==> config.mk <==
export PLATFORM = sky130hd
export DESIGN_NAME = three_level_preemptive_task_scheduler_flat
export DESIGN_NICKNAME = d
export VERILOG_FILES = /design/src/hw/rtl/tps_pkg.sv /design/src/hw/rtl/tps_if.sv /design/src/hw/rtl/three_level_preemptive_task_scheduler.sv /design/src/hw/rtl/tps_ram.sv /design/src/hw/rtl/tps_ctrl.sv /design/src/hw/rtl/tps_dp.sv /design/src/flat_wrapper.sv
export SDC_FILE = /design/constraint.sdc
export NUM_CORES = 2
export LEC_CHECK = 0
export ABC_AREA = 1
export BUFFER_PORTS_ARGS = -buffer_cell sky130_fd_sc_hd__buf_4
export CORE_ASPECT_RATIO = 0.7
export CORE_MARGIN = 3
export CORE_UTILIZATION = 65
export DETAILED_ROUTE_END_ITERATION = 8
export PLACE_DENSITY_LB_ADDON = 0.12
export SLEW_MARGIN = 20
export SYNTH_ARGS = -nofsm -noshare
export SYNTH_HDL_FRONTEND = slang
export SYNTH_SLANG_ARGS = --single-unit
export TNS_END_PERCENT = 100
==> constraint.sdc <==
create_clock -name clk -period 18.2 [get_ports clk]
set_input_delay 0.91 -clock clk [delete_from_list [all_inputs] [get_ports clk]]
set_output_delay 0.91 -clock clk [all_outputs]
set_load 0.1 [all_outputs]
==> src/hw/rtl/tps_pkg.sv <==
// Package: shared types and constants of the three-level task scheduler.
package tps_pkg;

    localparam int NUM_CLASS = 3;
    localparam int ID_W      = 16;
    localparam int BURST_W   = 16;
    localparam int TIME_W    = 32;
    localparam int QUANT_W   = 8;
    localparam int CFG_IDX_W = 2;

    localparam logic [1:0] CLASS_NONE = 2'd3;

    localparam logic [CFG_IDX_W-1:0] REG_QUANTUM_A = 2'd0;
    localparam logic [CFG_IDX_W-1:0] REG_QUANTUM_B = 2'd1;
    localparam logic [CFG_IDX_W-1:0] REG_QUANTUM_C = 2'd2;

    localparam logic [QUANT_W-1:0] QUANTUM_A_RST = 8'd2;
    localparam logic [QUANT_W-1:0] QUANTUM_B_RST = 8'd4;
    localparam logic [QUANT_W-1:0] QUANTUM_C_RST = 8'd8;
    localparam logic [QUANT_W-1:0] SLICE_MAX     = 8'hFF;

    typedef struct packed {
        logic [ID_W-1:0]    id;
        logic [BURST_W-1:0] remaining;
        logic               started;
        logic [TIME_W-1:0]  start_time;
    } tps_entry_t;

    typedef struct packed {
        logic capture;
        logic arrive;
        logic pick_clr;
        logic rd_issue;
        logic load;
        logic push_run;
        logic swap;
        logic consume;
        logic out_load;
    } tps_cmd_t;

    typedef struct packed {
        logic run_valid;
        logic pick_empty;
        logic higher_waiting;
        logic slice_expired;
        logic run_q_full;
        logic highest_is_run;
        logic done_now;
        logic out_free;
    } tps_status_t;

endpackage

==> src/hw/rtl/tps_if.sv <==
// Interfaces: input and result channels of the task scheduler.
interface tps_in_if;
    logic        valid;
    logic        ready;
    logic        operation;
    logic [1:0]  task_class;
    logic [15:0] task_id;
    logic [15:0] burst_length;

    modport source (output valid, operation, task_class, task_id, burst_length, input ready);
    modport sink   (input valid, operation, task_class, task_id, burst_length, output ready);
endinterface

interface tps_out_if;
    logic        valid;
    logic        ready;
    logic        running_valid;
    logic [15:0] running_id;
    logic [1:0]  running_class;
    logic        done_valid;
    logic [15:0] done_id;
    logic [31:0] done_start_time;
    logic [31:0] done_finish_time;
    logic        arrival_dropped;

    modport source (output valid, running_valid, running_id, running_class, done_valid,
                    done_id, done_start_time, done_finish_time, arrival_dropped,
                    input ready);
    modport sink   (input valid, running_valid, running_id, running_class, done_valid,
                    done_id, done_start_time, done_finish_time, arrival_dropped,
                    output ready);
endinterface

==> src/hw/rtl/three_level_preemptive_task_scheduler.sv <==
// Top level: three-level preemptive task scheduler, one tick per input word.
// Each accepted word runs through the controller sequence (arrival, pick, preemption,
// rotation, completion), with one RAM read per pick; the result word then waits while
// the previous result word is still held in the output register.
// The next word is taken only once the result is registered. Reset: asynchronous
// active low; queues empty, no task running, counters zero, quanta 2, 4 and 8.
// Queue RAM contents are undefined until written.
module three_level_preemptive_task_scheduler #(
    parameter int QUEUE_DEPTH = 16
) (
    input  logic        clk,
    input  logic        rst_n,
    tps_in_if.sink      in_ch,
    tps_out_if.source   out_ch,
    input  logic        cfg_we,
    input  logic [1:0]  cfg_index,
    input  logic [7:0]  cfg_data
);

    tps_pkg::tps_cmd_t    cmd;
    tps_pkg::tps_status_t status;

    tps_ctrl u_ctrl (
        .clk      (clk),
        .rst_n    (rst_n),
        .in_valid (in_ch.valid),
        .in_ready (in_ch.ready),
        .status   (status),
        .cmd      (cmd)
    );

    tps_dp #(
        .QUEUE_DEPTH (QUEUE_DEPTH)
    ) u_dp (
        .clk                  (clk),
        .rst_n                (rst_n),
        .cmd                  (cmd),
        .status               (status),
        .in_operation         (in_ch.operation),
        .in_task_class        (in_ch.task_class),
        .in_task_id           (in_ch.task_id),
        .in_burst_length      (in_ch.burst_length),
        .cfg_we               (cfg_we),
        .cfg_index            (cfg_index),
        .cfg_data             (cfg_data),
        .out_valid            (out_ch.valid),
        .out_ready            (out_ch.ready),
        .out_running_valid    (out_ch.running_valid),
        .out_running_id       (out_ch.running_id),
        .out_running_class    (out_ch.running_class),
        .out_done_valid       (out_ch.done_valid),
        .out_done_id          (out_ch.done_id),
        .out_done_start_time  (out_ch.done_start_time),
        .out_done_finish_time (out_ch.done_finish_time),
        .out_arrival_dropped  (out_ch.arrival_dropped)
    );

endmodule

==> src/hw/rtl/tps_ram.sv <==
// Generic RAM: one write port, one read port with registered read data.
module tps_ram #(
    parameter int WIDTH = 8,
    parameter int DEPTH = 16
) (
    input  logic                     clk,
    input  logic                     we,
    input  logic [$clog2(DEPTH)-1:0] waddr,
    input  logic [WIDTH-1:0]         wdata,
    input  logic                     re,
    input  logic [$clog2(DEPTH)-1:0] raddr,
    output logic [WIDTH-1:0]         rdata
);

    logic [WIDTH-1:0] mem [DEPTH];

    always_ff @(posedge clk)
    begin
        if (we)
        begin
            mem[waddr] <= wdata;
        end
        if (re)
        begin
            rdata <= mem[raddr];
        end
    end

endmodule

==> src/hw/rtl/tps_ctrl.sv <==
// Controller: sequences arrival, pick, preemption, rotation and completion of one tick.
module tps_ctrl (
    input  logic                 clk,
    input  logic                 rst_n,
    input  logic                 in_valid,
    output logic                 in_ready,
    input  tps_pkg::tps_status_t status,
    output tps_pkg::tps_cmd_t    cmd
);

    typedef enum logic [3:0] {
        S_IDLE, S_ARR, S_CHK0, S_CHK1, S_CHK2, S_REQ,
        S_PICK, S_LOAD, S_SWAP, S_CONS, S_FIN
    } state_t;

    state_t state_reg, state_next;
    state_t ret_reg, ret_next;

    always_ff @(posedge clk or negedge rst_n)
    begin
        if (!rst_n)
        begin
            state_reg <= S_IDLE;
            ret_reg   <= S_IDLE;
        end
        else
        begin
            state_reg <= state_next;
            ret_reg   <= ret_next;
        end
    end

    always_comb
    begin
        state_next = state_reg;
        ret_next   = ret_reg;
        cmd        = '0;
        in_ready   = 1'b0;
        unique case (state_reg)
            S_IDLE:
            begin
                in_ready = 1'b1;
                if (in_valid)
                begin
                    cmd.capture = 1'b1;
                    state_next  = S_ARR;
                end
            end
            S_ARR:
            begin
                cmd.arrive = 1'b1;
                state_next = S_CHK0;
            end
            S_CHK0:
            begin
                if (!status.run_valid)
                begin
                    state_next = S_PICK;
                    ret_next   = S_CHK1;
                end
                else
                begin
                    state_next = S_CHK1;
                end
            end
            S_CHK1:
            begin
                if (status.run_valid && status.higher_waiting)
                begin
                    state_next = S_REQ;
                    ret_next   = S_CHK2;
                end
                else
                begin
                    state_next = S_CHK2;
                end
            end
            S_CHK2:
            begin
                if (status.run_valid && status.slice_expired)
                begin
                    state_next = S_REQ;
                    ret_next   = S_CONS;
                end
                else
                begin
                    state_next = S_CONS;
                end
            end
            S_REQ:
            begin
                if (!status.run_q_full)
                begin
                    cmd.push_run = 1'b1;
                    state_next   = S_PICK;
                end
                else if (status.highest_is_run)
                begin
                    cmd.rd_issue = 1'b1;
                    state_next   = S_SWAP;
                end
                else
                begin
                    state_next = ret_reg;
                end
            end
            S_PICK:
            begin
                cmd.pick_clr = 1'b1;
                if (!status.pick_empty)
                begin
                    cmd.rd_issue = 1'b1;
                    state_next   = S_LOAD;
                end
                else
                begin
                    state_next = ret_reg;
                end
            end
            S_LOAD:
            begin
                cmd.load   = 1'b1;
                state_next = ret_reg;
            end
            S_SWAP:
            begin
                cmd.swap   = 1'b1;
                state_next = ret_reg;
            end
            S_CONS:
            begin
                cmd.consume = 1'b1;
                if (status.done_now)
                begin
                    state_next = S_PICK;
                    ret_next   = S_FIN;
                end
                else
                begin
                    state_next = S_FIN;
                end
            end
            S_FIN:
            begin
                if (status.out_free)
                begin
                    cmd.out_load = 1'b1;
                    state_next   = S_IDLE;
                end
            end
            default:
            begin
                state_next = S_IDLE;
            end
        endcase
    end

endmodule

==> src/hw/rtl/tps_dp.sv <==
// Datapath: class queues, running task, counters, quantum registers and result register.
module tps_dp #(
    parameter int QUEUE_DEPTH = 16
) (
    input  logic                 clk,
    input  logic                 rst_n,
    input  tps_pkg::tps_cmd_t    cmd,
    output tps_pkg::tps_status_t status,
    input  logic                 in_operation,
    input  logic [1:0]           in_task_class,
    input  logic [15:0]          in_task_id,
    input  logic [15:0]          in_burst_length,
    input  logic                 cfg_we,
    input  logic [1:0]           cfg_index,
    input  logic [7:0]           cfg_data,
    output logic                 out_valid,
    input  logic                 out_ready,
    output logic                 out_running_valid,
    output logic [15:0]          out_running_id,
    output logic [1:0]           out_running_class,
    output logic                 out_done_valid,
    output logic [15:0]          out_done_id,
    output logic [31:0]          out_done_start_time,
    output logic [31:0]          out_done_finish_time,
    output logic                 out_arrival_dropped
);

    localparam int PTR_W = $clog2(QUEUE_DEPTH);
    localparam int CNT_W = $clog2(QUEUE_DEPTH + 1);
    localparam int ENT_W = $bits(tps_pkg::tps_entry_t);
    localparam logic [CNT_W-1:0] CNT_FULL = CNT_W'(QUEUE_DEPTH);
    localparam logic [PTR_W-1:0] PTR_LAST = PTR_W'(QUEUE_DEPTH - 1);

    logic                          arr_op_reg;
    logic [1:0]                    arr_cls_reg;
    logic [15:0]                   arr_id_reg;
    logic [15:0]                   arr_burst_reg;
    logic [tps_pkg::QUANT_W-1:0]   qa_reg, qb_reg, qc_reg;
    logic [PTR_W-1:0]              head_reg [tps_pkg::NUM_CLASS];
    logic [PTR_W-1:0]              tail_reg [tps_pkg::NUM_CLASS];
    logic [CNT_W-1:0]              count_reg [tps_pkg::NUM_CLASS];
    logic                          run_valid_reg;
    logic [1:0]                    run_class_reg;
    tps_pkg::tps_entry_t           run_reg;
    logic [tps_pkg::QUANT_W-1:0]   slice_reg;
    logic [31:0]                   tick_reg;
    logic [1:0]                    pick_cls_reg;
    logic                          done_valid_reg;
    logic [15:0]                   done_id_reg;
    logic [31:0]                   done_start_reg;
    logic [31:0]                   done_finish_reg;
    logic                          drop_reg;
    logic                          out_valid_reg;
    logic                          o_run_valid_reg;
    logic [15:0]                   o_run_id_reg;
    logic [1:0]                    o_run_class_reg;
    logic                          o_done_valid_reg;
    logic [15:0]                   o_done_id_reg;
    logic [31:0]                   o_done_start_reg;
    logic [31:0]                   o_done_finish_reg;
    logic                          o_drop_reg;

    logic [1:0]                    highest;
    logic                          arr_ok;
    logic [tps_pkg::QUANT_W-1:0]   q_sel;
    logic [tps_pkg::QUANT_W-1:0]   q_eff;
    logic [15:0]                   rem_dec;
    tps_pkg::tps_entry_t           arr_entry;
    tps_pkg::tps_entry_t           wr_entry;
    tps_pkg::tps_entry_t           rd_entry;
    logic [ENT_W-1:0]              rdata [tps_pkg::NUM_CLASS];
    logic                          push_c [tps_pkg::NUM_CLASS];
    logic                          pop_c [tps_pkg::NUM_CLASS];
    logic                          swap_c [tps_pkg::NUM_CLASS];

    always_comb
    begin
        priority if (count_reg[0] != '0)
            highest = 2'd0;
        else if (count_reg[1] != '0)
            highest = 2'd1;
        else if (count_reg[2] != '0)
            highest = 2'd2;
        else
            highest = tps_pkg::CLASS_NONE;
    end

    assign arr_ok = arr_op_reg && (arr_cls_reg != tps_pkg::CLASS_NONE);

    always_comb
    begin
        unique case (run_class_reg)
            2'd0:    q_sel = qa_reg;
            2'd1:    q_sel = qb_reg;
            default: q_sel = qc_reg;
        endcase
    end

    assign q_eff   = (q_sel == '0) ? tps_pkg::QUANT_W'(1) : q_sel;
    assign rem_dec = run_reg.remaining - 16'((run_reg.remaining != '0) ? 1 : 0);

    assign status.run_valid      = run_valid_reg;
    assign status.pick_empty     = (highest == tps_pkg::CLASS_NONE);
    assign status.higher_waiting = (highest < run_class_reg);
    assign status.slice_expired  = (slice_reg >= q_eff);
    assign status.run_q_full     = (count_reg[run_class_reg] == CNT_FULL);
    assign status.highest_is_run = (highest == run_class_reg);
    assign status.done_now       = run_valid_reg && (rem_dec == '0);
    assign status.out_free       = !out_valid_reg || out_ready;

    always_comb
    begin
        arr_entry.id         = arr_id_reg;
        arr_entry.remaining  = (arr_burst_reg == '0) ? 16'd1 : arr_burst_reg;
        arr_entry.started    = 1'b0;
        arr_entry.start_time = '0;
    end

    assign wr_entry = cmd.arrive ? arr_entry : run_reg;
    assign rd_entry = tps_pkg::tps_entry_t'(rdata[pick_cls_reg]);

    for (genvar i = 0; i < tps_pkg::NUM_CLASS; i++)
    begin : g_queue
        assign push_c[i] = (cmd.arrive && arr_ok && (count_reg[i] != CNT_FULL)
                            && (arr_cls_reg == 2'(i)))
                           || (cmd.push_run && (run_class_reg == 2'(i)));
        assign pop_c[i]  = cmd.load && (pick_cls_reg == 2'(i));
        assign swap_c[i] = cmd.swap && (pick_cls_reg == 2'(i));

        tps_ram #(
            .WIDTH (ENT_W),
            .DEPTH (QUEUE_DEPTH)
        ) u_ram (
            .clk   (clk),
            .we    (push_c[i] || swap_c[i]),
            .waddr (tail_reg[i]),
            .wdata (wr_entry),
            .re    (cmd.rd_issue && (highest == 2'(i))),
            .raddr (head_reg[i]),
            .rdata (rdata[i])
        );

        always_ff @(posedge clk or negedge rst_n)
        begin
            if (!rst_n)
            begin
                head_reg[i]  <= '0;
                tail_reg[i]  <= '0;
                count_reg[i] <= '0;
            end
            else
            begin
                if (push_c[i] || swap_c[i])
                begin
                    tail_reg[i] <= (tail_reg[i] == PTR_LAST) ? '0 : tail_reg[i] + 1'b1;
                end
                if (pop_c[i] || swap_c[i])
                begin
                    head_reg[i] <= (head_reg[i] == PTR_LAST) ? '0 : head_reg[i] + 1'b1;
                end
                if (push_c[i])
                begin
                    count_reg[i] <= count_reg[i] + 1'b1;
                end
                else if (pop_c[i])
                begin
                    count_reg[i] <= count_reg[i] - 1'b1;
                end
            end
        end
    end

    always_ff @(posedge clk)
    begin
        if (cmd.capture)
        begin
            arr_op_reg    <= in_operation;
            arr_cls_reg   <= in_task_class;
            arr_id_reg    <= in_task_id;
            arr_burst_reg <= in_burst_length;
        end
    end

    always_ff @(posedge clk or negedge rst_n)
    begin
        if (!rst_n)
        begin
            qa_reg <= tps_pkg::QUANTUM_A_RST;
            qb_reg <= tps_pkg::QUANTUM_B_RST;
            qc_reg <= tps_pkg::QUANTUM_C_RST;
        end
        else if (cfg_we)
        begin
            if (cfg_index == tps_pkg::REG_QUANTUM_A)
                qa_reg <= cfg_data;
            if (cfg_index == tps_pkg::REG_QUANTUM_B)
                qb_reg <= cfg_data;
            if (cfg_index == tps_pkg::REG_QUANTUM_C)
                qc_reg <= cfg_data;
        end
    end

    always_ff @(posedge clk or negedge rst_n)
    begin
        if (!rst_n)
        begin
            run_valid_reg   <= 1'b0;
            run_class_reg   <= '0;
            run_reg         <= '0;
            slice_reg       <= '0;
            tick_reg        <= '0;
            pick_cls_reg    <= '0;
            done_valid_reg  <= 1'b0;
            done_id_reg     <= '0;
            done_start_reg  <= '0;
            done_finish_reg <= '0;
            drop_reg        <= 1'b0;
        end
        else
        begin
            if (cmd.capture)
            begin
                drop_reg <= 1'b0;
            end
            if (cmd.arrive && arr_ok && (count_reg[arr_cls_reg] == CNT_FULL))
            begin
                drop_reg <= 1'b1;
            end
            if (cmd.rd_issue)
            begin
                pick_cls_reg <= highest;
            end
            if (cmd.pick_clr)
            begin
                run_valid_reg <= 1'b0;
                slice_reg     <= '0;
            end
            if (cmd.load)
            begin
                run_valid_reg <= 1'b1;
                run_class_reg <= pick_cls_reg;
                run_reg       <= rd_entry;
            end
            if (cmd.swap)
            begin
                run_reg   <= rd_entry;
                slice_reg <= '0;
            end
            if (cmd.consume)
            begin
                if (run_valid_reg)
                begin
                    run_reg.started   <= 1'b1;
                    run_reg.remaining <= rem_dec;
                    if (!run_reg.started)
                        run_reg.start_time <= tick_reg;
                end
                if (slice_reg != tps_pkg::SLICE_MAX)
                    slice_reg <= slice_reg + 1'b1;
                tick_reg        <= tick_reg + 1'b1;
                done_valid_reg  <= status.done_now;
                done_id_reg     <= run_reg.id;
                done_start_reg  <= run_reg.started ? run_reg.start_time : tick_reg;
                done_finish_reg <= tick_reg + 1'b1;
            end
        end
    end

    always_ff @(posedge clk or negedge rst_n)
    begin
        if (!rst_n)
        begin
            out_valid_reg <= 1'b0;
        end
        else if (cmd.out_load)
        begin
            out_valid_reg <= 1'b1;
        end
        else if (out_ready)
        begin
            out_valid_reg <= 1'b0;
        end
    end

    always_ff @(posedge clk)
    begin
        if (cmd.out_load)
        begin
            o_run_valid_reg   <= run_valid_reg;
            o_run_id_reg      <= run_valid_reg ? run_reg.id : '0;
            o_run_class_reg   <= run_valid_reg ? run_class_reg : '0;
            o_done_valid_reg  <= done_valid_reg;
            o_done_id_reg     <= done_valid_reg ? done_id_reg : '0;
            o_done_start_reg  <= done_valid_reg ? done_start_reg : '0;
            o_done_finish_reg <= done_valid_reg ? done_finish_reg : '0;
            o_drop_reg        <= drop_reg;
        end
    end

    assign out_valid            = out_valid_reg;
    assign out_running_valid    = o_run_valid_reg;
    assign out_running_id       = o_run_id_reg;
    assign out_running_class    = o_run_class_reg;
    assign out_done_valid       = o_done_valid_reg;
    assign out_done_id          = o_done_id_reg;
    assign out_done_start_time  = o_done_start_reg;
    assign out_done_finish_time = o_done_finish_reg;
    assign out_arrival_dropped  = o_drop_reg;

`ifndef SYNTH
    a_count_bound: assert property (@(posedge clk) disable iff (!rst_n)
        count_reg[0] <= CNT_FULL && count_reg[1] <= CNT_FULL && count_reg[2] <= CNT_FULL)
        else $error("queue count above depth");
    a_read_before_use: assert property (@(posedge clk) disable iff (!rst_n)
        (cmd.load || cmd.swap) |-> $past(cmd.rd_issue))
        else $error("queue entry used without a read");
    a_load_runs: assert property (@(posedge clk) disable iff (!rst_n)
        cmd.load |=> run_valid_reg)
        else $error("pick left no running task");
    a_out_held: assert property (@(posedge clk) disable iff (!rst_n)
        cmd.out_load |=> out_valid_reg)
        else $error("result word not presented");
`endif

endmodule

==> src/flat_wrapper.sv <==
// flat-port wrapper written by rule: the top's interface ports become plain ports
module three_level_preemptive_task_scheduler_flat 
#(
    parameter int QUEUE_DEPTH = 16
)
  (clk, rst_n, cfg_we, cfg_index, cfg_data, in_ch_valid, in_ch_operation, in_ch_task_class, in_ch_task_id, in_ch_burst_length, in_ch_ready, out_ch_valid, out_ch_running_valid, out_ch_running_id, out_ch_running_class, out_ch_done_valid, out_ch_done_id, out_ch_done_start_time, out_ch_done_finish_time, out_ch_arrival_dropped, out_ch_ready);
  tps_in_if in_ch_i ();
  tps_out_if out_ch_i ();
  input  logic clk;
  input  logic rst_n;
  input  logic cfg_we;
  input  logic [1:0] cfg_index;
  input  logic [7:0] cfg_data;
  input wire logic [$bits(in_ch_i.valid)-1:0] in_ch_valid;
  input wire logic [$bits(in_ch_i.operation)-1:0] in_ch_operation;
  input wire logic [$bits(in_ch_i.task_class)-1:0] in_ch_task_class;
  input wire logic [$bits(in_ch_i.task_id)-1:0] in_ch_task_id;
  input wire logic [$bits(in_ch_i.burst_length)-1:0] in_ch_burst_length;
  output wire logic [$bits(in_ch_i.ready)-1:0] in_ch_ready;
  output wire logic [$bits(out_ch_i.valid)-1:0] out_ch_valid;
  output wire logic [$bits(out_ch_i.running_valid)-1:0] out_ch_running_valid;
  output wire logic [$bits(out_ch_i.running_id)-1:0] out_ch_running_id;
  output wire logic [$bits(out_ch_i.running_class)-1:0] out_ch_running_class;
  output wire logic [$bits(out_ch_i.done_valid)-1:0] out_ch_done_valid;
  output wire logic [$bits(out_ch_i.done_id)-1:0] out_ch_done_id;
  output wire logic [$bits(out_ch_i.done_start_time)-1:0] out_ch_done_start_time;
  output wire logic [$bits(out_ch_i.done_finish_time)-1:0] out_ch_done_finish_time;
  output wire logic [$bits(out_ch_i.arrival_dropped)-1:0] out_ch_arrival_dropped;
  input wire logic [$bits(out_ch_i.ready)-1:0] out_ch_ready;
  assign in_ch_i.valid = in_ch_valid;
  assign in_ch_i.operation = in_ch_operation;
  assign in_ch_i.task_class = in_ch_task_class;
  assign in_ch_i.task_id = in_ch_task_id;
  assign in_ch_i.burst_length = in_ch_burst_length;
  assign in_ch_ready = in_ch_i.ready;
  assign out_ch_valid = out_ch_i.valid;
  assign out_ch_running_valid = out_ch_i.running_valid;
  assign out_ch_running_id = out_ch_i.running_id;
  assign out_ch_running_class = out_ch_i.running_class;
  assign out_ch_done_valid = out_ch_i.done_valid;
  assign out_ch_done_id = out_ch_i.done_id;
  assign out_ch_done_start_time = out_ch_i.done_start_time;
  assign out_ch_done_finish_time = out_ch_i.done_finish_time;
  assign out_ch_arrival_dropped = out_ch_i.arrival_dropped;
  assign out_ch_i.ready = out_ch_ready;
  three_level_preemptive_task_scheduler #(.QUEUE_DEPTH(QUEUE_DEPTH)) u_core (.clk(clk), .rst_n(rst_n), .in_ch(in_ch_i), .out_ch(out_ch_i), .cfg_we(cfg_we), .cfg_index(cfg_index), .cfg_data(cfg_data));
endmodule
# [Word level (Yosys, flattened, before mapping)]
# Memories as Yosys holds them, arrays and structs flattened. A register that Yosys moved wholly into a read port is not among the register bits.
# Cells that the tools add are included.
[classes] reduce_logical=62 n_addsub=15 bitwise=3 magnitude_cmp=5 muxes=82 n_eq_ne=41
[ops] op="65-bit 2-to-1 mux" count=5
[ops] op="65-bit binary-select mux with 2-bit select" count=1
[ops] op="49-bit 2-to-1 mux" count=2
[ops] op="4-bit 2-to-1 mux" count=17
[ops] op="32-bit 2-to-1 mux" count=2
[ops] op="5-bit 2-to-1 mux" count=10
[ops] op="8-bit 2-to-1 mux" count=5
[ops] op="4-bit one-hot mux with 10 select lines" count=1
[ops] op="4-bit == test, second input constant" count=9
[ops] op="32-bit by 1-bit adder with 32-bit output, second input constant" count=1
[ops] op="16-bit logical NOT" count=2
[ops] op="1-bit 2-to-1 mux" count=30
[ops] op="4-bit by 1-bit adder with 4-bit output, second input constant" count=6
[ops] op="1-bit logical AND" count=24
[ops] op="5-bit binary-select mux with 2-bit select" count=2
[ops] op="4-bit by 3-bit == test with 1-bit output, second input constant" count=4
[ops] op="16-bit 2-to-1 mux" count=1
[ops] op="4-bit one-hot mux with 4 select lines" count=1
[ops] op="8-bit one-hot mux with 2 select lines" count=1
[ops] op="16-bit nonzero test" count=1
[ops] op="16-bit by 1-bit subtractor with 16-bit output" count=1
[ops] op="5-bit by 1-bit adder with 5-bit output, second input constant" count=3
[ops] op="5-bit inequality test, second input constant" count=3
[ops] op="5-bit nonzero test" count=3
[ops] op="other kinds (28)" count=73
[totals] ramBits=3120 in_bits=50 mem_count=3 out_inout_bits=103 regBits=368
[mem_list] name="u_core.u_dp.g_queue[0].u_ram.mem" words=16 width=65 rd=1 rd_ports_with_merged_regs=1 write_ports=1 line_no="tps_ram.sv:15" text="logic [WIDTH-1:0] mem [DEPTH];"
[mem_list] name="u_core.u_dp.g_queue[1].u_ram.mem" words=16 width=65 rd=1 rd_ports_with_merged_regs=1 write_ports=1 line_no="tps_ram.sv:15"
[mem_list] name="u_core.u_dp.g_queue[2].u_ram.mem" words=16 width=65 rd=1 rd_ports_with_merged_regs=1 write_ports=1 line_no="tps_ram.sv:15"

# [Depth between registers and ports, before layout]
[logic_depth] ltp_word=12 mapped_depth=19 mapped_depth_nobuf=19

# [Hierarchy]
# Synthesis repeated with hierarchy kept, for this count alone.
[hier_totals] cells_unflattened=15034 area_unflattened_um2=158389.4
[by_module_without_submodules] mod="tps_ram at u_core.u_dp.g_queue[0].u_ram ..." area_each_um2=46583.4 n_inst=2 cells_per_inst=4276
[by_module_without_submodules] mod="tps_ram at u_core.u_dp.g_queue[1].u_ram" area_each_um2=46676.0 n_inst=1 cells_per_inst=4276
[by_module_without_submodules] mod="tps_dp" area_each_um2=17845.9 n_inst=1 cells_per_inst=2086
[by_module_without_submodules] mod="tps_ctrl" area_each_um2=700.7 n_inst=1 cells_per_inst=120

# [Worst setup path before layout]
# Ideal clock, no wire load.
[synth_timing] path_kind="reg-to-reg" from="reg u_core.u_dp.run_class_reg[1]" to="mem u_core.u_dp.g_queue[0].u_ram.mem[7][0] (netlist bit) (enable)" required_ps=17632 setup_slack_ps=11734 period_less_slack_ps=6466 stages_incl_launch_ff=13 t_arrival_ps=5898 setup_ps=568 path_cell_list="dfrtp_1 buf_2 inv_2 nor2_1 inv_1 nor2_1 nor2_1 nand4_1 nand2_1 inv_1 nand2_2 nand2_1 nor3_1"
[synth_via] elab_chain_len=12 elab_cells_between_ends=13
[synth_rtl] element="start: declaration" line_no="tps_dp.sv:43" text="logic [1:0] run_class_reg;"
[synth_rtl] element="start signal: assignment" line_no="tps_dp.sv:241" text="run_class_reg <= pick_cls_reg;"
[synth_rtl] element="2-bit NOT with 3-bit output (implied by the code)" line_no="tps_dp.sv:106" text="assign status.run_q_full = (count_reg[run_class_reg] == CNT_FULL);"
[synth_rtl] element="5-bit binary-select mux with 2-bit select" line_no="tps_dp.sv:106"
[synth_rtl] element="5-bit 2-to-1 mux (implied by the code) (2 in a row)" line_no="tps_dp.sv:106"
[synth_rtl] element="5-bit == test" line_no="tps_dp.sv:106"
[synth_rtl] element="1-bit 2-to-1 mux" line_no="tps_ctrl.sv:92" text="if (!status.run_q_full)"
[synth_rtl] element="1-bit 2-to-1 mux" line_no="tps_ctrl.sv:39" text="unique case (state_reg)"
[synth_rtl] element="1-bit logical AND *" line_no="tps_dp.sv:126" text="|| (cmd.push_run && (run_class_reg == 2'(i)));"
[synth_rtl] element="1-bit logical OR *" line_no="tps_dp.sv:126"
[synth_rtl] element="1-bit logical OR *" line_no="tps_dp.sv:135" text=".we (push_c[i] || swap_c[i]),"
[synth_rtl] element="1-bit 2-to-1 mux *" line_no="tps_ram.sv:19" text="if (we)"
[synth_rtl] element="1-bit 2-to-1 mux (implied by the code) *" line_no="tps_ram.sv:21" text="mem[waddr] <= wdata;"
[synth_rtl] element="end: declaration" line_no="tps_ram.sv:15"
# Every way passes the cells marked *; elsewhere a longest branch is shown, timed or not. The select of a mux whose other input is x is not followed.

# [Worst setup path in the final report]
[layout_timing] from="reg u_core.u_ctrl.state_reg[1]" to="mem u_core.u_dp.g_queue[1].u_ram.mem[12][41] (netlist bit) (enable)"
[layout_via] elab_chain_len=9 elab_cells_between_ends=15
[layout_rtl] element="start: declaration" line_no="tps_ctrl.sv:16" text="state_t state_reg, state_next;"
[layout_rtl] element="start signal: assignment" line_no="tps_ctrl.sv:28" text="state_reg <= state_next;"
[layout_rtl] element="4-bit by 1-bit == test with 1-bit output" line_no="tps_ctrl.sv:39"
[layout_rtl] element="1-bit 2-to-1 mux" line_no="tps_ctrl.sv:39"
[layout_rtl] element="1-bit logical AND (2 in a row)" line_no="tps_dp.sv:124" text="assign push_c[i] = (cmd.arrive && arr_ok && (count_reg[i] != CNT_FULL)"
[layout_rtl] element="1-bit logical AND" line_no="tps_dp.sv:125" text="&& (arr_cls_reg == 2'(i)))"
[layout_rtl] element="1-bit logical OR" line_no="tps_dp.sv:126"
[layout_rtl] element="1-bit logical OR *" line_no="tps_dp.sv:135"
[layout_rtl] element="1-bit 2-to-1 mux *" line_no="tps_ram.sv:19"
[layout_rtl] element="1-bit 2-to-1 mux (implied by the code) *" line_no="tps_ram.sv:21"
[layout_rtl] element="end: declaration" line_no="tps_ram.sv:15"
# Every way passes the cells marked *; elsewhere a longest branch is shown, timed or not.

==> run_summary.xml <==
<?xml version="1.0" encoding="UTF-8"?>
<metrics>
  <group name="floorplanning">
    <metric name="floorplan.rows" unit="">143</metric>
    <metric name="design.die.area" unit="mm2">0.227</metric>
    <metric name="ioPinCount" unit="">153</metric>
    <metric name="core_ar" unit="mm2">0.218</metric>
    <metric name="die_y" unit="um">399</metric>
    <metric name="initial_cell_density_of_the_core" unit="%">65.8</metric>
    <metric name="die_w" unit="um">568</metric>
  </group>
  <group name="sta">
    <metric name="worst-slew-pin-transition" unit="ns">1.18</metric>
    <metric name="maximum_clock_skew_at_final_layout" unit="ns">0.0418</metric>
    <metric name="achievable_clock_frequency" unit="MHz">198</metric>
    <metric name="timing.max_slew.rel_slack" unit="%">20.7</metric>
    <metric name="finalHoldViolCount" unit="">0</metric>
    <metric name="final.period_utilization" unit="%">27.8</metric>
    <metric name="final_total_negative_setup_slack" unit="ns">0</metric>
    <metric name="finalMaxSlewViolations" unit="">0</metric>
    <metric name="setup_repair_after_global_routing_missed_its_margin" unit="">no</metric>
    <metric name="final.setup.worst_slack" unit="ns">13.14</metric>
    <metric name="holdWs" unit="ns">0.0543</metric>
    <metric name="timing.final.setup_violations" unit="">0</metric>
    <metric name="min_period" unit="ns">5.06</metric>
  </group>
  <group name="clock_network">
    <metric name="h_tree_levels" unit="">5</metric>
    <metric name="clk_root_buffer_cell" unit="">clkbuf_16</metric>
    <metric name="clock_latency" unit="ns">0.88</metric>
    <metric name="number_of_buffers_added_to_fix_hold_violations_after_cts" unit="">0</metric>
    <metric name="numCtsBuffers" unit="">331</metric>
    <metric name="post_cts.resized_instances" unit="">0</metric>
    <metric name="post_cts.repair.setup_buffers" unit="">0</metric>
    <metric name="cts_num_sinks" unit="">3683</metric>
    <metric name="clk_transition_reported_paths" unit="ns">0.07</metric>
    <metric name="cts_tree" unit="">yes</metric>
    <metric name="clock_path_buffers" unit="">4</metric>
  </group>
  <group name="worst_setup_path">
    <metric name="crit_path_start_kind" unit="">flip-flop</metric>
    <metric name="critPathKind" unit="">flip-flop to flip-flop</metric>
    <metric name="critical_path_arrival" unit="ns">5.53</metric>
    <metric name="critPathRequiredTime" unit="ns">18.68</metric>
    <metric name="worst-path-max-fanout" unit="">39</metric>
    <metric name="category_of_the_worst_setup_path_capture_point" unit="">flip-flop</metric>
  </group>
  <group name="place">
    <metric name="place.gp.congestion" unit="">0.893</metric>
    <metric name="dpl.hpwl" unit="um">233000</metric>
    <metric name="portBuffers" unit="">152</metric>
    <metric name="pre_cts_ws" unit="ns">13.22</metric>
    <metric name="placed_cells" unit="">13300</metric>
  </group>
  <group name="yosys">
    <metric name="synth_seq_cells" unit="">3683</metric>
    <metric name="synth_largest_area_cell" unit="">edfxtp_1</metric>
    <metric name="synth_most_common_cell" unit="">edfxtp_1</metric>
    <metric name="seq_area_frac_synth" unit="%">76.1</metric>
    <metric name="yosys_warnings" unit="">0</metric>
    <metric name="total_nets_after_synthesis" unit="">10800</metric>
    <metric name="number_of_synthesized_flops_with_an_enable_pin" unit="">3451</metric>
    <metric name="synthesis.instances" unit="">10700</metric>
    <metric name="syn_area" unit="mm2">0.144</metric>
    <metric name="ys_top_cells_by_area" unit="">edfxtp_1, nand2_1, dfrtp_1</metric>
    <metric name="average_footprint_of_a_synthesized_cell" unit="um2">13.4</metric>
    <metric name="synthDistinctLibCells" unit="">54</metric>
    <metric name="synth.cells.most_frequent" unit="">edfxtp_1, nand2_1, nor2_1, o21ai_0, clkbuf_1</metric>
    <metric name="yosys.area.top_type_share" unit="%">72.1</metric>
    <metric name="ys_async_sr_fraction" unit="%">6.30</metric>
    <metric name="ys.flop_type" unit="">edfxtp_1</metric>
  </group>
  <group name="finish">
    <metric name="post_route_cells_drive_above_1_share" unit="%">9.17</metric>
    <metric name="finalNetCount" unit="">10800</metric>
    <metric name="multi_input_comb_area" unit="mm2">0.0307</metric>
    <metric name="seqCellArea" unit="mm2">0.109</metric>
    <metric name="n_fill_cell" unit="">13800</metric>
    <metric name="final_cell_count_no_fill" unit="">13900</metric>
    <metric name="area_growth_syn_to_layout" unit="%">10.3</metric>
    <metric name="largest_register_ff_count" unit="">3120</metric>
  </group>
  <group name="global_routing">
    <metric name="wire_length_of_the_first_global_routing_pass" unit="um">602000</metric>
    <metric name="grt_max_degree" unit="">187</metric>
    <metric name="globalRoute.totalOverflow" unit="">0</metric>
    <metric name="vias_in_the_first_global_route" unit="">88800</metric>
    <metric name="grt_antenna_before_repair" unit="">26</metric>
    <metric name="grt.total_usage" unit="%">36.4</metric>
  </group>
  <group name="power_and_ir_drop">
    <metric name="p_leak" unit="nW">53.9</metric>
    <metric name="power_density_cells" unit="mW/mm2">157</metric>
    <metric name="vdd.ir_drop.worst" unit="mV">0.135</metric>
  </group>
  <group name="route">
    <metric name="1st_iter_drt_viols" unit="">15600</metric>
    <metric name="dr_total_vias" unit="">94200</metric>
    <metric name="antenna_left" unit="">0</metric>
    <metric name="route.final.wire_length" unit="um">418000</metric>
    <metric name="post-route-drc-count" unit="">0</metric>
    <metric name="first_pass_iteration_count_of_the_detailed_router" unit="">8</metric>
    <metric name="drt-wirelength-per-cell" unit="um">30.1</metric>
    <metric name="post_drt_via_cell_ratio" unit="">6.78</metric>
  </group>
  <group name="hold_path">
    <metric name="hp-class" unit="">input pin to async pin</metric>
  </group>
  <group name="run_status">
    <metric name="outcome" unit="">finished clean</metric>
  </group>
  <group name="job">
    <metric name="cap_violations" unit="">0</metric>
  </group>
</metrics>
[metrics by stage]
step,util (%),area (um2),total power [mW]
final,72.6,159000,24.9
after floorplan,-,144000,15.4
after detailed placement,67.8,148000,18.0
after global routing,72.6,159000,25.7
after global placement,67.8,148000,17.8
after CTS,72.6,158000,24.8
[per-layer routing]
layer | global-route usage (%) | share of wire [%]
met2 | 53.0 | 43
met4 | 16.5 | 5.1
met5 | 0.511 | 0.081
met1 | 52.2 | 37
met3 | 9.75 | 14
[cells by family after synthesis]
| group | share of synthesized area, % |
|---|---|
| flip-flops | 76.1 |
| AND/OR/NAND/NOR | 9.82 |
| AO/OA/AOI/OAI | 9.77 |
| buffers and inverters | 2.80 |
| multiplexers | 0.766 |
| XOR/XNOR | 0.329 |
| adder cells (fa/ha/maj) | 0.373 |
[layout make-up]
| type | count | share of cell area (%) |
|---|---|---|
| multi-input cells | 5985 | 19.4 |
| flip-flops and latches | 3683 | 69.0 |
| inverters | 352 | 0.905 |
| repair buffers | 361 | 1.81 |
| clock inverters | 147 | 0.847 |
| clock buffers | 448 | 5.71 |
| well taps | 2900 | 2.29 |
| diodes | 12 | 0.0189 |
[where the power goes]
group / switching, mW / internal, mW / leakage [nW] / total [mW]
clock network: 3.03 / 3.82 / 5.10 / 6.85
registers: 0.383 / 11.3 / 34.0 / 11.7
logic: 5.06 / 1.30 / 14.8 / 6.36
total: 8.47 / 16.5 / 53.9 / 24.9
[worst max-delay path: stages, from the launching register on]
cell     delay [ns]
dfrtp_1        0.39
inv_1          0.12
nand2_2        0.14
nor2_4         0.75
nand2_1        0.19
inv_1          0.16
nand2_1        0.07
nand2_1        0.20
a21oi_1        0.17
inv_1          0.73
nand3_1        0.31
inv_4          0.51
buf_4          0.84
[worst paths after layout]
check                      slack (ns)  cells after the start                        from                                  endpoint
min                              0.05                      1                       rst_n                   u_core.u_dp.run_reg[16]
min reg2reg                      0.46                      0        u_core.u_dp.drop_reg           u_core.u_dp.out_arrival_dropped
max                             13.14                     12  u_core.u_ctrl.state_reg[1]  u_core.u_dp.g_queue[1].u_ram.mem[12][41]
min in group clk                 0.22                      1       in_ch_burst_length[3]              u_core.u_dp.arr_burst_reg[3]
max reg2reg                     13.14                     12  u_core.u_ctrl.state_reg[1]  u_core.u_dp.g_queue[1].u_ram.mem[12][41]
max in group asynchronous       15.90                      3                       rst_n                u_core.u_dp.done_id_reg[7]
[placed cells by master (no fill, tap or decap), types with 93 or more instances in the layout]
cell type | netlist | layout
mux2i_1 | 110 | 110
nand4_1 | 152 | 152
nand2_1 | 1577 | 1572
a21oi_1 | 361 | 361
nor2_1 | 1296 | 1236
a221oi_1 | 163 | 163
inv_1 | 335 | 300
nand3_1 | 390 | 390
o221ai_1 | 207 | 207
o22ai_1 | 171 | 171
o21ai_0 | 1096 | 1069
buf_4 | 3 | 347
clkbuf_1 | 540 | 93
edfxtp_1 | 3451 | 3451
clkbuf_16 | 0 | 339
dfrtp_1 | 229 | 217
o32ai_1 | 150 | 150
(Power assumes the default switching activity.)
